### src/hdl/aunp_pkg.sv
`timescale 1ns / 1ps
// ----------------------------------------------------------------------------
// aunp_pkg
// Shared types, character codes and helpers for the ASCII unsigned number
// parser.
// ----------------------------------------------------------------------------
package aunp_pkg;

    // Field and port widths
    localparam int CH_BITS           = 8;
    localparam int RADIX_BITS        = 6;
    localparam int OFFSET_BITS       = 16;
    localparam int APB_ADDR_BITS     = 3;
    localparam int APB_DATA_BITS     = 32;
    localparam int VALUE_BITS_DEF    = 64;
    localparam int POSITION_BITS_DEF = 16;

    // Register map: word index taken from paddr[2]
    localparam logic REG_NUMBER_BASE = 1'b0;

    // Radix values
    localparam logic [RADIX_BITS-1:0] RADIX_AUTO  = 6'd0;
    localparam logic [RADIX_BITS-1:0] RADIX_BAD   = 6'd1;
    localparam logic [RADIX_BITS-1:0] RADIX_OCT   = 6'd8;
    localparam logic [RADIX_BITS-1:0] RADIX_DEC   = 6'd10;
    localparam logic [RADIX_BITS-1:0] RADIX_HEX   = 6'd16;
    localparam logic [RADIX_BITS-1:0] RADIX_MAX   = 6'd36;
    localparam logic [RADIX_BITS-1:0] BASE_RESET  = RADIX_DEC;
    localparam logic [RADIX_BITS-1:0] NOT_DIGIT   = 6'd63;
    localparam logic [RADIX_BITS-1:0] DIGIT_TEN   = 6'd10;

    // Character codes
    localparam logic [CH_BITS-1:0] CH_TAB   = 8'h09;
    localparam logic [CH_BITS-1:0] CH_CR    = 8'h0d;
    localparam logic [CH_BITS-1:0] CH_SPACE = 8'h20;
    localparam logic [CH_BITS-1:0] CH_PLUS  = 8'h2b;
    localparam logic [CH_BITS-1:0] CH_MINUS = 8'h2d;
    localparam logic [CH_BITS-1:0] CH_0     = 8'h30;
    localparam logic [CH_BITS-1:0] CH_9     = 8'h39;
    localparam logic [CH_BITS-1:0] CH_A_UP  = 8'h41;
    localparam logic [CH_BITS-1:0] CH_X_UP  = 8'h58;
    localparam logic [CH_BITS-1:0] CH_Z_UP  = 8'h5a;
    localparam logic [CH_BITS-1:0] CH_A_LO  = 8'h61;
    localparam logic [CH_BITS-1:0] CH_X_LO  = 8'h78;
    localparam logic [CH_BITS-1:0] CH_Z_LO  = 8'h7a;

    // Parse phases
    typedef enum logic [2:0] {
        PH_IDLE,
        PH_LEAD,
        PH_FIRST,
        PH_ZERO,
        PH_XSEEN,
        PH_DIGITS
    } t_phase;

    // Digit value of a character, NOT_DIGIT when it is none
    function automatic logic [RADIX_BITS-1:0] digit_of(input logic [CH_BITS-1:0] c);
        logic [RADIX_BITS-1:0] d;
        d = NOT_DIGIT;
        if (c >= CH_0 && c <= CH_9) begin
            d = RADIX_BITS'(c - CH_0);
        end else if (c >= CH_A_LO && c <= CH_Z_LO) begin
            d = RADIX_BITS'(c - CH_A_LO) + DIGIT_TEN;
        end else if (c >= CH_A_UP && c <= CH_Z_UP) begin
            d = RADIX_BITS'(c - CH_A_UP) + DIGIT_TEN;
        end
        return d;
    endfunction

    // Space, tab, LF, VT, FF, CR
    function automatic logic is_space(input logic [CH_BITS-1:0] c);
        return (c == CH_SPACE) || (c >= CH_TAB && c <= CH_CR);
    endfunction

endpackage

### src/hdl/aunp_if.sv
`timescale 1ns / 1ps
// ----------------------------------------------------------------------------
// aunp_if
// Valid/ready channels of the number parser: characters in, results out.
// ----------------------------------------------------------------------------
interface aunp_char_if;
    logic                         valid;
    logic                         ready;
    logic [aunp_pkg::CH_BITS-1:0] ch;
    logic                         start_req;

    modport source (output valid, ch, start_req, input ready);
    modport sink   (input valid, ch, start_req, output ready);
endinterface

interface aunp_result_if #(
    parameter int VALUE_BITS = aunp_pkg::VALUE_BITS_DEF
);
    logic                             valid;
    logic                             ready;
    logic [VALUE_BITS-1:0]            value;
    logic [aunp_pkg::OFFSET_BITS-1:0] end_offset;
    logic                             overflowed;
    logic                             digits_found;

    modport source (output valid, value, end_offset, overflowed, digits_found,
                    input ready);
    modport sink   (input valid, value, end_offset, overflowed, digits_found,
                    output ready);
endinterface

### src/hdl/ascii_unsigned_number_parser.sv
`timescale 1ns / 1ps
// ----------------------------------------------------------------------------
// ascii_unsigned_number_parser
// Stream strtoul: one character per item, one result item per parsed number.
// ----------------------------------------------------------------------------
//  channel   dir  handshake          payload
//  i_in      in   valid/ready        ch[7:0], start_req
//  o_out     out  valid/ready        value, end_offset[15:0], overflowed,
//                                    digits_found
//  apb       in   psel/penable       paddr[2:0], pwdata[31:0] -> number_base
//
//  One character per clock while no held result stalls the input. A character
//  waits in the input register; the parse step then updates the parse state
//  and, when the character ends a number, loads the result register.
//  The single 64x6 multiply-add of the digit step sets the cycle time.
//  Reset is synchronous: parser idle, number_base 10, both registers empty.
//  A held result stalls the input register; i_in.ready drops only when both
//  registers are full and the result is not taken.
// ----------------------------------------------------------------------------
module ascii_unsigned_number_parser #(
    parameter int VALUE_BITS    = aunp_pkg::VALUE_BITS_DEF,
    parameter int POSITION_BITS = aunp_pkg::POSITION_BITS_DEF
) (
    input  logic                                  i_clk,
    input  logic                                  i_rst_n,
    aunp_char_if.sink                             i_in,
    aunp_result_if.source                         o_out,
    input  logic                                  psel,
    input  logic                                  penable,
    input  logic                                  pwrite,
    input  logic [aunp_pkg::APB_ADDR_BITS-1:0]    paddr,
    input  logic [aunp_pkg::APB_DATA_BITS-1:0]    pwdata,
    output logic [aunp_pkg::APB_DATA_BITS-1:0]    prdata,
    output logic                                  pready
);

    localparam int RB = aunp_pkg::RADIX_BITS;
    localparam int WB = VALUE_BITS + RB;

    // Configuration register
    logic [RB-1:0] r_base;

    // Input register
    logic                         r_in_valid;
    logic [aunp_pkg::CH_BITS-1:0] r_ch;
    logic                         r_start;

    // Parse state
    aunp_pkg::t_phase         r_phase, n_phase;
    logic                     r_minus, n_minus;
    logic [RB-1:0]            r_radix, n_radix;
    logic [VALUE_BITS-1:0]    r_acc, n_acc;
    logic                     r_ovf, n_ovf;
    logic                     r_dig, n_dig;
    logic [POSITION_BITS-1:0] r_pos, n_pos;

    // Result register
    logic                             r_out_valid;
    logic [VALUE_BITS-1:0]            r_value, n_value;
    logic [aunp_pkg::OFFSET_BITS-1:0] r_offset, n_offset;
    logic                             r_out_ovf, n_out_ovf;
    logic                             r_out_dig, n_out_dig;

    // Step control
    aunp_pkg::t_phase         e_phase;
    logic                     e_minus, e_ovf, e_dig;
    logic [RB-1:0]            e_radix;
    logic [VALUE_BITS-1:0]    e_acc;
    logic [POSITION_BITS-1:0] e_pos, w_pos_base;
    logic [RB-1:0]            w_digit, w_rad, w_rad1;
    logic [WB-1:0]            w_prod;
    logic                     w_first, w_offer, w_emit, w_bad, w_inc, w_pre_inc;
    logic                     w_adv, w_step, w_cfg_wr;

    // ---- configuration port ----
    assign pready   = 1'b1;
    assign w_cfg_wr = psel && penable && pwrite
                      && (paddr[2] == aunp_pkg::REG_NUMBER_BASE);
    assign prdata   = (paddr[2] == aunp_pkg::REG_NUMBER_BASE)
                      ? aunp_pkg::APB_DATA_BITS'(r_base) : '0;

    always_ff @(posedge i_clk) begin
        if (!i_rst_n) begin
            r_base <= aunp_pkg::BASE_RESET;
        end else if (w_cfg_wr) begin
            r_base <= pwdata[RB-1:0];
        end
    end

    // ---- handshake ----
    assign w_adv      = !r_out_valid || o_out.ready;
    assign w_step     = r_in_valid && w_adv;
    assign i_in.ready = !r_in_valid || w_adv;

    // Capture an item into the input register
    always_ff @(posedge i_clk) begin
        if (!i_rst_n) begin
            r_in_valid <= 1'b0;
        end else if (i_in.ready) begin
            r_in_valid <= i_in.valid;
        end
    end

    always_ff @(posedge i_clk) begin
        if (i_in.valid && i_in.ready) begin
            r_ch    <= i_in.ch;
            r_start <= i_in.start_req;
        end
    end

    // ---- one parse step ----
    always_comb begin
        // A start restarts the parse on this character
        if (r_start) begin
            e_phase = aunp_pkg::PH_LEAD;
            e_minus = 1'b0;
            e_radix = r_base;
            e_acc   = '0;
            e_ovf   = 1'b0;
            e_dig   = 1'b0;
            e_pos   = '0;
        end else begin
            e_phase = r_phase;
            e_minus = r_minus;
            e_radix = r_radix;
            e_acc   = r_acc;
            e_ovf   = r_ovf;
            e_dig   = r_dig;
            e_pos   = r_pos;
        end

        n_phase   = e_phase;
        n_minus   = e_minus;
        n_radix   = e_radix;
        n_acc     = e_acc;
        n_ovf     = e_ovf;
        n_dig     = e_dig;
        w_digit   = aunp_pkg::digit_of(r_ch);
        w_rad     = e_radix;
        w_rad1    = e_radix;
        w_first   = 1'b0;
        w_offer   = 1'b0;
        w_emit    = 1'b0;
        w_bad     = 1'b0;
        w_inc     = 1'b0;
        w_pre_inc = 1'b0;

        unique case (e_phase)
            aunp_pkg::PH_IDLE: begin
            end
            aunp_pkg::PH_LEAD: begin
                if (aunp_pkg::is_space(r_ch)) begin
                    w_inc = 1'b1;
                end else if (r_ch == aunp_pkg::CH_PLUS || r_ch == aunp_pkg::CH_MINUS) begin
                    n_minus = (r_ch == aunp_pkg::CH_MINUS);
                    n_phase = aunp_pkg::PH_FIRST;
                    w_inc   = 1'b1;
                end else begin
                    w_first = 1'b1;
                end
            end
            aunp_pkg::PH_FIRST: begin
                w_first = 1'b1;
            end
            aunp_pkg::PH_ZERO: begin
                if (r_ch == aunp_pkg::CH_X_LO || r_ch == aunp_pkg::CH_X_UP) begin
                    // 'x' is counted only once a hex digit follows
                    n_radix = aunp_pkg::RADIX_HEX;
                    n_phase = aunp_pkg::PH_XSEEN;
                end else begin
                    w_rad   = (e_radix == aunp_pkg::RADIX_AUTO) ? aunp_pkg::RADIX_OCT
                                                                : e_radix;
                    n_radix = w_rad;
                    w_offer = 1'b1;
                end
            end
            aunp_pkg::PH_XSEEN: begin
                if (w_digit < aunp_pkg::RADIX_HEX) begin
                    w_pre_inc = 1'b1;
                    w_offer   = 1'b1;
                end else begin
                    w_emit = 1'b1;
                end
            end
            aunp_pkg::PH_DIGITS: begin
                w_offer = 1'b1;
            end
            default: begin
            end
        endcase

        // First character after whitespace and sign: pick the radix
        if (w_first) begin
            w_rad1 = (e_radix == aunp_pkg::RADIX_AUTO && r_ch != aunp_pkg::CH_0)
                     ? aunp_pkg::RADIX_DEC : e_radix;
            n_radix = w_rad1;
            if (w_rad1 == aunp_pkg::RADIX_BAD || w_rad1 > aunp_pkg::RADIX_MAX) begin
                w_emit = 1'b1;
                w_bad  = 1'b1;
            end else if (r_ch == aunp_pkg::CH_0 && (w_rad1 == aunp_pkg::RADIX_AUTO
                                                    || w_rad1 == aunp_pkg::RADIX_HEX)) begin
                n_dig   = 1'b1;
                n_phase = aunp_pkg::PH_ZERO;
                w_inc   = 1'b1;
            end else begin
                w_rad   = w_rad1;
                w_offer = 1'b1;
            end
        end

        // Digit step: acc * radix + digit, carry-out bits flag overflow
        w_prod = WB'(e_acc) * WB'(w_rad) + WB'(w_digit);
        if (w_offer) begin
            if (w_digit >= w_rad) begin
                w_emit = 1'b1;
            end else begin
                n_acc   = w_prod[VALUE_BITS-1:0];
                n_ovf   = e_ovf || (|w_prod[WB-1:VALUE_BITS]);
                n_dig   = 1'b1;
                n_phase = aunp_pkg::PH_DIGITS;
                w_inc   = 1'b1;
            end
        end

        if (w_emit) begin
            n_phase = aunp_pkg::PH_IDLE;
            w_inc   = 1'b0;
        end

        // Saturating position count
        w_pos_base = (w_pre_inc && !(&e_pos)) ? e_pos + POSITION_BITS'(1) : e_pos;
        n_pos      = (w_inc && !(&w_pos_base)) ? w_pos_base + POSITION_BITS'(1)
                                               : w_pos_base;

        // Result fields, taken from the state before this character
        n_out_dig = e_dig && !w_bad;
        if (!n_out_dig) begin
            n_value = '0;
        end else if (e_ovf) begin
            n_value = '1;
        end else if (e_minus) begin
            n_value = '0 - e_acc;
        end else begin
            n_value = e_acc;
        end
        n_offset  = n_out_dig ? aunp_pkg::OFFSET_BITS'(e_pos) : '0;
        n_out_ovf = n_out_dig && e_ovf;
    end

    // Advance parse state
    always_ff @(posedge i_clk) begin
        if (!i_rst_n) begin
            r_phase <= aunp_pkg::PH_IDLE;
            r_minus <= 1'b0;
            r_radix <= '0;
            r_acc   <= '0;
            r_ovf   <= 1'b0;
            r_dig   <= 1'b0;
            r_pos   <= '0;
        end else if (w_step) begin
            r_phase <= n_phase;
            r_minus <= n_minus;
            r_radix <= n_radix;
            r_acc   <= n_acc;
            r_ovf   <= n_ovf;
            r_dig   <= n_dig;
            r_pos   <= n_pos;
        end
    end

    // ---- result register ----
    always_ff @(posedge i_clk) begin
        if (!i_rst_n) begin
            r_out_valid <= 1'b0;
        end else if (w_adv) begin
            r_out_valid <= w_step && w_emit;
        end
    end

    always_ff @(posedge i_clk) begin
        if (w_step && w_emit) begin
            r_value   <= n_value;
            r_offset  <= n_offset;
            r_out_ovf <= n_out_ovf;
            r_out_dig <= n_out_dig;
        end
    end

    assign o_out.valid        = r_out_valid;
    assign o_out.value        = r_value;
    assign o_out.end_offset   = r_offset;
    assign o_out.overflowed   = r_out_ovf;
    assign o_out.digits_found = r_out_dig;

`ifndef SYNTHESIS
    // A number without digits reports all zeros
    a_no_digit_zero: assert property (@(posedge i_clk) disable iff (!i_rst_n)
        r_out_valid && !r_out_dig |-> r_value == '0 && r_offset == '0 && !r_out_ovf)
        else $error("result without digits carries nonzero fields");

    // Overflow forces an all-ones value
    a_ovf_ones: assert property (@(posedge i_clk) disable iff (!i_rst_n)
        r_out_valid && r_out_ovf |-> (&r_value))
        else $error("overflowed result is not all ones");

    // A fresh result leaves the parser idle
    a_emit_idle: assert property (@(posedge i_clk) disable iff (!i_rst_n)
        $rose(r_out_valid) |-> r_phase == aunp_pkg::PH_IDLE)
        else $error("parser not idle after emitting a result");

    // A stalled input register keeps its item
    a_in_hold: assert property (@(posedge i_clk) disable iff (!i_rst_n)
        r_in_valid && !w_adv |=> r_in_valid && $stable(r_ch) && $stable(r_start))
        else $error("input register changed while stalled");
`endif

endmodule
### src/flat_wrapper.sv
// flat-port wrapper written by rule: the top's interface ports become plain ports
module ascii_unsigned_number_parser_flat 
#(
    parameter int VALUE_BITS    = aunp_pkg::VALUE_BITS_DEF,
    parameter int POSITION_BITS = aunp_pkg::POSITION_BITS_DEF
)
  (i_clk, i_rst_n, psel, penable, pwrite, paddr, pwdata, prdata, pready, i_in_valid, i_in_ch, i_in_start_req, i_in_ready, o_out_valid, o_out_value, o_out_end_offset, o_out_overflowed, o_out_digits_found, o_out_ready);
  aunp_char_if i_in_i ();
  aunp_result_if #(.VALUE_BITS(VALUE_BITS)) o_out_i ();
  input  logic i_clk;
  input  logic i_rst_n;
  input  logic psel;
  input  logic penable;
  input  logic pwrite;
  input  logic [aunp_pkg::APB_ADDR_BITS-1:0] paddr;
  input  logic [aunp_pkg::APB_DATA_BITS-1:0] pwdata;
  output logic [aunp_pkg::APB_DATA_BITS-1:0] prdata;
  output logic pready;
  input wire logic [$bits(i_in_i.valid)-1:0] i_in_valid;
  input wire logic [$bits(i_in_i.ch)-1:0] i_in_ch;
  input wire logic [$bits(i_in_i.start_req)-1:0] i_in_start_req;
  output wire logic [$bits(i_in_i.ready)-1:0] i_in_ready;
  output wire logic [$bits(o_out_i.valid)-1:0] o_out_valid;
  output wire logic [$bits(o_out_i.value)-1:0] o_out_value;
  output wire logic [$bits(o_out_i.end_offset)-1:0] o_out_end_offset;
  output wire logic [$bits(o_out_i.overflowed)-1:0] o_out_overflowed;
  output wire logic [$bits(o_out_i.digits_found)-1:0] o_out_digits_found;
  input wire logic [$bits(o_out_i.ready)-1:0] o_out_ready;
  assign i_in_i.valid = i_in_valid;
  assign i_in_i.ch = i_in_ch;
  assign i_in_i.start_req = i_in_start_req;
  assign i_in_ready = i_in_i.ready;
  assign o_out_valid = o_out_i.valid;
  assign o_out_value = o_out_i.value;
  assign o_out_end_offset = o_out_i.end_offset;
  assign o_out_overflowed = o_out_i.overflowed;
  assign o_out_digits_found = o_out_i.digits_found;
  assign o_out_i.ready = o_out_ready;
  ascii_unsigned_number_parser #(.VALUE_BITS(VALUE_BITS), .POSITION_BITS(POSITION_BITS)) u_core (.i_clk(i_clk), .i_rst_n(i_rst_n), .i_in(i_in_i), .o_out(o_out_i), .psel(psel), .penable(penable), .pwrite(pwrite), .paddr(paddr), .pwdata(pwdata), .prdata(prdata), .pready(pready));
endmodule
### config.mk
export PLATFORM = sky130hd
export DESIGN_NAME = ascii_unsigned_number_parser_flat
export DESIGN_NICKNAME = d
export VERILOG_FILES = /design/src/hdl/aunp_pkg.sv /design/src/hdl/aunp_if.sv /design/src/hdl/ascii_unsigned_number_parser.sv /design/src/flat_wrapper.sv
export SDC_FILE = /design/constraint.sdc
export NUM_CORES = 1
export LEC_CHECK = 0
export ABC_AREA = 1
export BUFFER_PORTS_ARGS = -buffer_cell sky130_fd_sc_hd__buf_4
export CORE_AREA = 2 2 270 272
export DETAILED_ROUTE_END_ITERATION = 7
export DIE_AREA = 0 0 272 274
export GPL_TIMING_DRIVEN = 1
export PLACE_DENSITY = 0.55
export SYNTH_ARGS = -nofsm -noshare
export SYNTH_HDL_FRONTEND = slang
export SYNTH_SLANG_ARGS = --single-unit
### constraint.sdc
create_clock -name i_clk -period 6.85 [get_ports i_clk]
set_input_delay 0.3425 -clock i_clk [delete_from_list [all_inputs] [get_ports i_clk]]
set_output_delay 0.3425 -clock i_clk [all_outputs]
set_load 0.005 [all_outputs]
==> flow_summary.json <==
{
  "status": "completed",
  "clkSlewWorstSetupHoldPaths_ps": 80,
  "yosysSeqAreaShare_pct": 19.1,
  "yosys.area.top_type": "fa_1",
  "initial_core_util_pct": 34.5,
  "dieWidth_um": 272,
  "cap_violations": 0,
  "cts_htree_levels": 4,
  "r2r_setup_slack_ps": 310,
  "drt-total-wl_mm": 85.7,
  "die_area_um2": 74500,
  "yosysMostFrequentCell": "nor2_1",
  "track_usage_pct": 23.1,
  "yosysWarningCount": 0,
  "setup_violations": 0,
  "ir_worst_vdd_uv": 170,
  "io_buffers": 112,
  "finalCoreUtilization_pct": 40.6,
  "numCtsBuffers": 17,
  "slew_violations": 0,
  "hold_path_end": "u_core.r_base[1]$_SDFFE_PN1P_",
  "antenna_cells": 0,
  "synth_common_cells": "nor2_1 (706), nand2_1 (494), inv_1 (420)",
  "gp_congestion": 0.950,
  "antenna_found_initial": 0,
  "r2r-start": "u_core.r_ch[0]$_DFFE_PP_",
  "grt_max_degree": 76,
  "cts_buffer_depth": 2,
  "synth_flop_cell": "dfxtp_1",
  "gr-total-overflow": 0,
  "cts_tree": "built",
  "synth_edf_count": 91,
  "grt_pass1_vias": 23500,
  "placement_rows": 99,
  "reg2reg_depth": 33,
  "hold_violations": 0,
  "criticalPathCategory": "flip-flop to flip-flop",
  "grt_pass1_wl_mm": 133,
  "critPathArrivalTime_ps": 6970,
  "p_leak_nw": 14.2,
  "coreArea_um2": 72000,
  "relSlewSlack_pct": 32.9,
  "final_layout_size_suffix_gt1_share_pct": 15.0,
  "dp_worst_setup_slack_ps": 87.8,
  "crit_required_ps": 7290,
  "r2r-end": "u_core.r_acc[32]$_SDFFE_PN0P_",
  "yosys-top-cells-area": "fa_1 (20%), edfxtp_1 (11%), nor2_1 (11%)",
  "synthArstFlopShare_pct": 0,
  "critPathSlowestCell": "fa_1",
  "final_nets": 4177,
  "layout_setup_ws_ps": 311,
  "die_h_um": 274,
  "areaGrowthSynthToFinish_pct": 17.9,
  "post_drt_wl_per_cell_um": 18.3,
  "start_kind": "flip-flop",
  "dr.first_iter.drc_count": 1922,
  "syn_inst": 3419,
  "tightestPinTransition_ps": 1010,
  "syn-cell-area_um2": 24800,
  "cts_sinks": 191,
  "final.setup.tns_ps": 0,
  "pin_count": 168,
  "synth_top_area_share_pct": 20.3,
  "n_fill_cell": 7546,
  "total_power_mw": 3.18,
  "min_period_ps": 6540,
  "finalCritPeriodShare_pct": 95.5,
  "num_vias": 23900,
  "root_buffer": "clkbuf_16",
  "vias_per_cell": 5.10,
  "ys_seq_elements": 191,
  "critical_path.max_stage_delay_ps": 560,
  "p_per_area_nw_per_um2": 109,
  "drc_errors": 0,
  "synth_cell_types": 56,
  "critPathCaptureType": "flip-flop",
  "hpwlAfterDp_mm": 67.3,
  "clk_latency_ps": 530,
  "ff_latch_area_um2": 4730,
  "avgSynthCellArea_um2": 7.25,
  "multi_input_area_um2": 17900,
  "path_max_fanout": 11,
  "worstHoldStart": "pwdata[1]",
  "clock.fmax_mhz": 153,
  "hold_depth": 3,
  "antenna_left": 0,
  "drt_first_pass_iters": 5,
  "hold_path.class": "input port to flip-flop",
  "fin_skew_ps": 28.1
}
==> power by group <==
group          leakage [nW]  switching, mW  total (mW)  internal, mW
clock network         0.287          0.562        1.08         0.518
registers              1.62         0.0304        1.28          1.25
logic                  12.3          0.560       0.826         0.265
==> sequential cells by signal, indices dropped and copies added, names as in the netlist, 3 cells and up <==
signal and cells:
u_core.o_out.end_offset 16, u_core.o_out.value 64, u_core.r_acc 64, u_core.r_base 6, u_core.r_ch 8, u_core.r_phase 3, u_core.r_pos 16, u_core.r_radix 6
==> how the worst max path moves through the flow <==
stage	from	end	slack, ps	cells past startpoint
after detailed placement	u_core.r_ch[0]$_DFFE_PP_	u_core.r_acc[52]$_SDFFE_PN0P_	90	35
final	u_core.r_ch[0]$_DFFE_PP_	u_core.r_acc[32]$_SDFFE_PN0P_	310	33
after CTS	u_core.r_ch[0]$_DFFE_PP_	u_core.r_acc[52]$_SDFFE_PN0P_	30	35
after global routing	u_core.r_ch[0]$_DFFE_PP_	u_core.r_ovf$_SDFFE_PN0P_	-30	38
after floorplan	u_core.r_ch[1]$_DFFE_PP_	u_core.r_ovf$_SDFFE_PN0P_	540	36
after global placement	u_core.r_ch[0]$_DFFE_PP_	u_core.r_ovf$_SDFFE_PN0P_	150	35
==> layer usage <==
| metal | vias to the layer above | global-route usage [%] | share of wire [%] |
|---|---|---|---|
| met1 | 11400 | 32.0 | 46 |
| met4 | 0 | 7.49 | 3.4 |
| met2 | 741 | 37.1 | 45 |
| met5 | - | 0 | 0 |
| li1 | 11600 | - | - |
| met3 | 112 | 3.26 | 5.9 |
==> stage by stage <==
step / instance area, um2 / hold WS, ps / std cells
4_1_cts: 29000 / 15.6 / 4675
6_report: 29200 / 46.5 / 4682
3_3_place_gp: 28300 / 452 / 4634
3_5_place_dp: 28300 / 455 / 4634
5_1_grt: 29200 / 35.9 / 4682
2_1_floorplan: 24900 / 441 / 3444
==> critical path, delay by kind of cell, from the launching register on <==
kind                     cells  cell delay (ps)
AND/OR/NAND/NOR             12             1240
adder cells (fa/ha/maj)      6             2380
AO/OA/AOI/OAI                6             1190
flip-flops                   1              450
buffers and inverters        9             1180
==> cell families (layout without fill, tap and decap cells) <==
| kind of cell | count (synthesis) | count (layout) | share of synthesized area (%) |
|---|---|---|---|
| simple gates | 1452 | 1452 | 24.2 |
| compound gates | 663 | 663 | 14.7 |
| buf+inv | 595 | 874 | 9.84 |
| fa+ha+maj | 416 | 416 | 28.6 |
| flops | 191 | 191 | 19.1 |
| xor+xnor | 100 | 100 | 3.56 |
| other cells | 2 | 27 | 0.0303 |
==> placed cells by master, fill, tap and decap left out, types with 9 or more instances in the layout <==
| master | instances |
|---|---|
| nand3_1 | 103 |
| nor4_1 | 19 |
| o21a_1 | 19 |
| conb_1 | 27 |
| a21oi_1 | 330 |
| inv_2 | 26 |
| o211ai_1 | 17 |
| nor2_2 | 15 |
| nand2_4 | 9 |
| xor2_1 | 82 |
| xnor2_1 | 16 |
| nand4_1 | 26 |
| nor3_1 | 39 |
| nor2_1 | 699 |
| buf_4 | 374 |
| inv_1 | 416 |
| fa_1 | 252 |
| clkbuf_16 | 19 |
| dlygate4sd3_1 | 9 |
| dfxtp_1 | 100 |
| a31oi_1 | 22 |
| o21ai_1 | 62 |
| ha_1 | 160 |
| o21ai_0 | 134 |
| a21oi_2 | 14 |
| nand2_1 | 488 |
| edfxtp_1 | 91 |
| nand2_2 | 26 |
==> what timing repair did <==
item	CTS	global route
hold buffers	9	0
setup endpoints to repair	0	47
endpoints found under the hold margin	9	0
gates resized for setup	0	54
buffers inserted	0	5
==> cell type report <==
| class | count | share of cell area (%) |
|---|---|---|
| Clock buffer | 17 | 1.45 |
| Clock inverter | 15 | 0.573 |
| Inverter | 449 | 5.79 |
| Multi-Input combinational cell | 2658 | 61.3 |
| Sequential cell | 191 | 16.2 |
| Tap cell | 959 | 4.10 |
| Timing Repair Buffer | 393 | 10.6 |
Note: power is estimated with default switching activity, not from simulation.
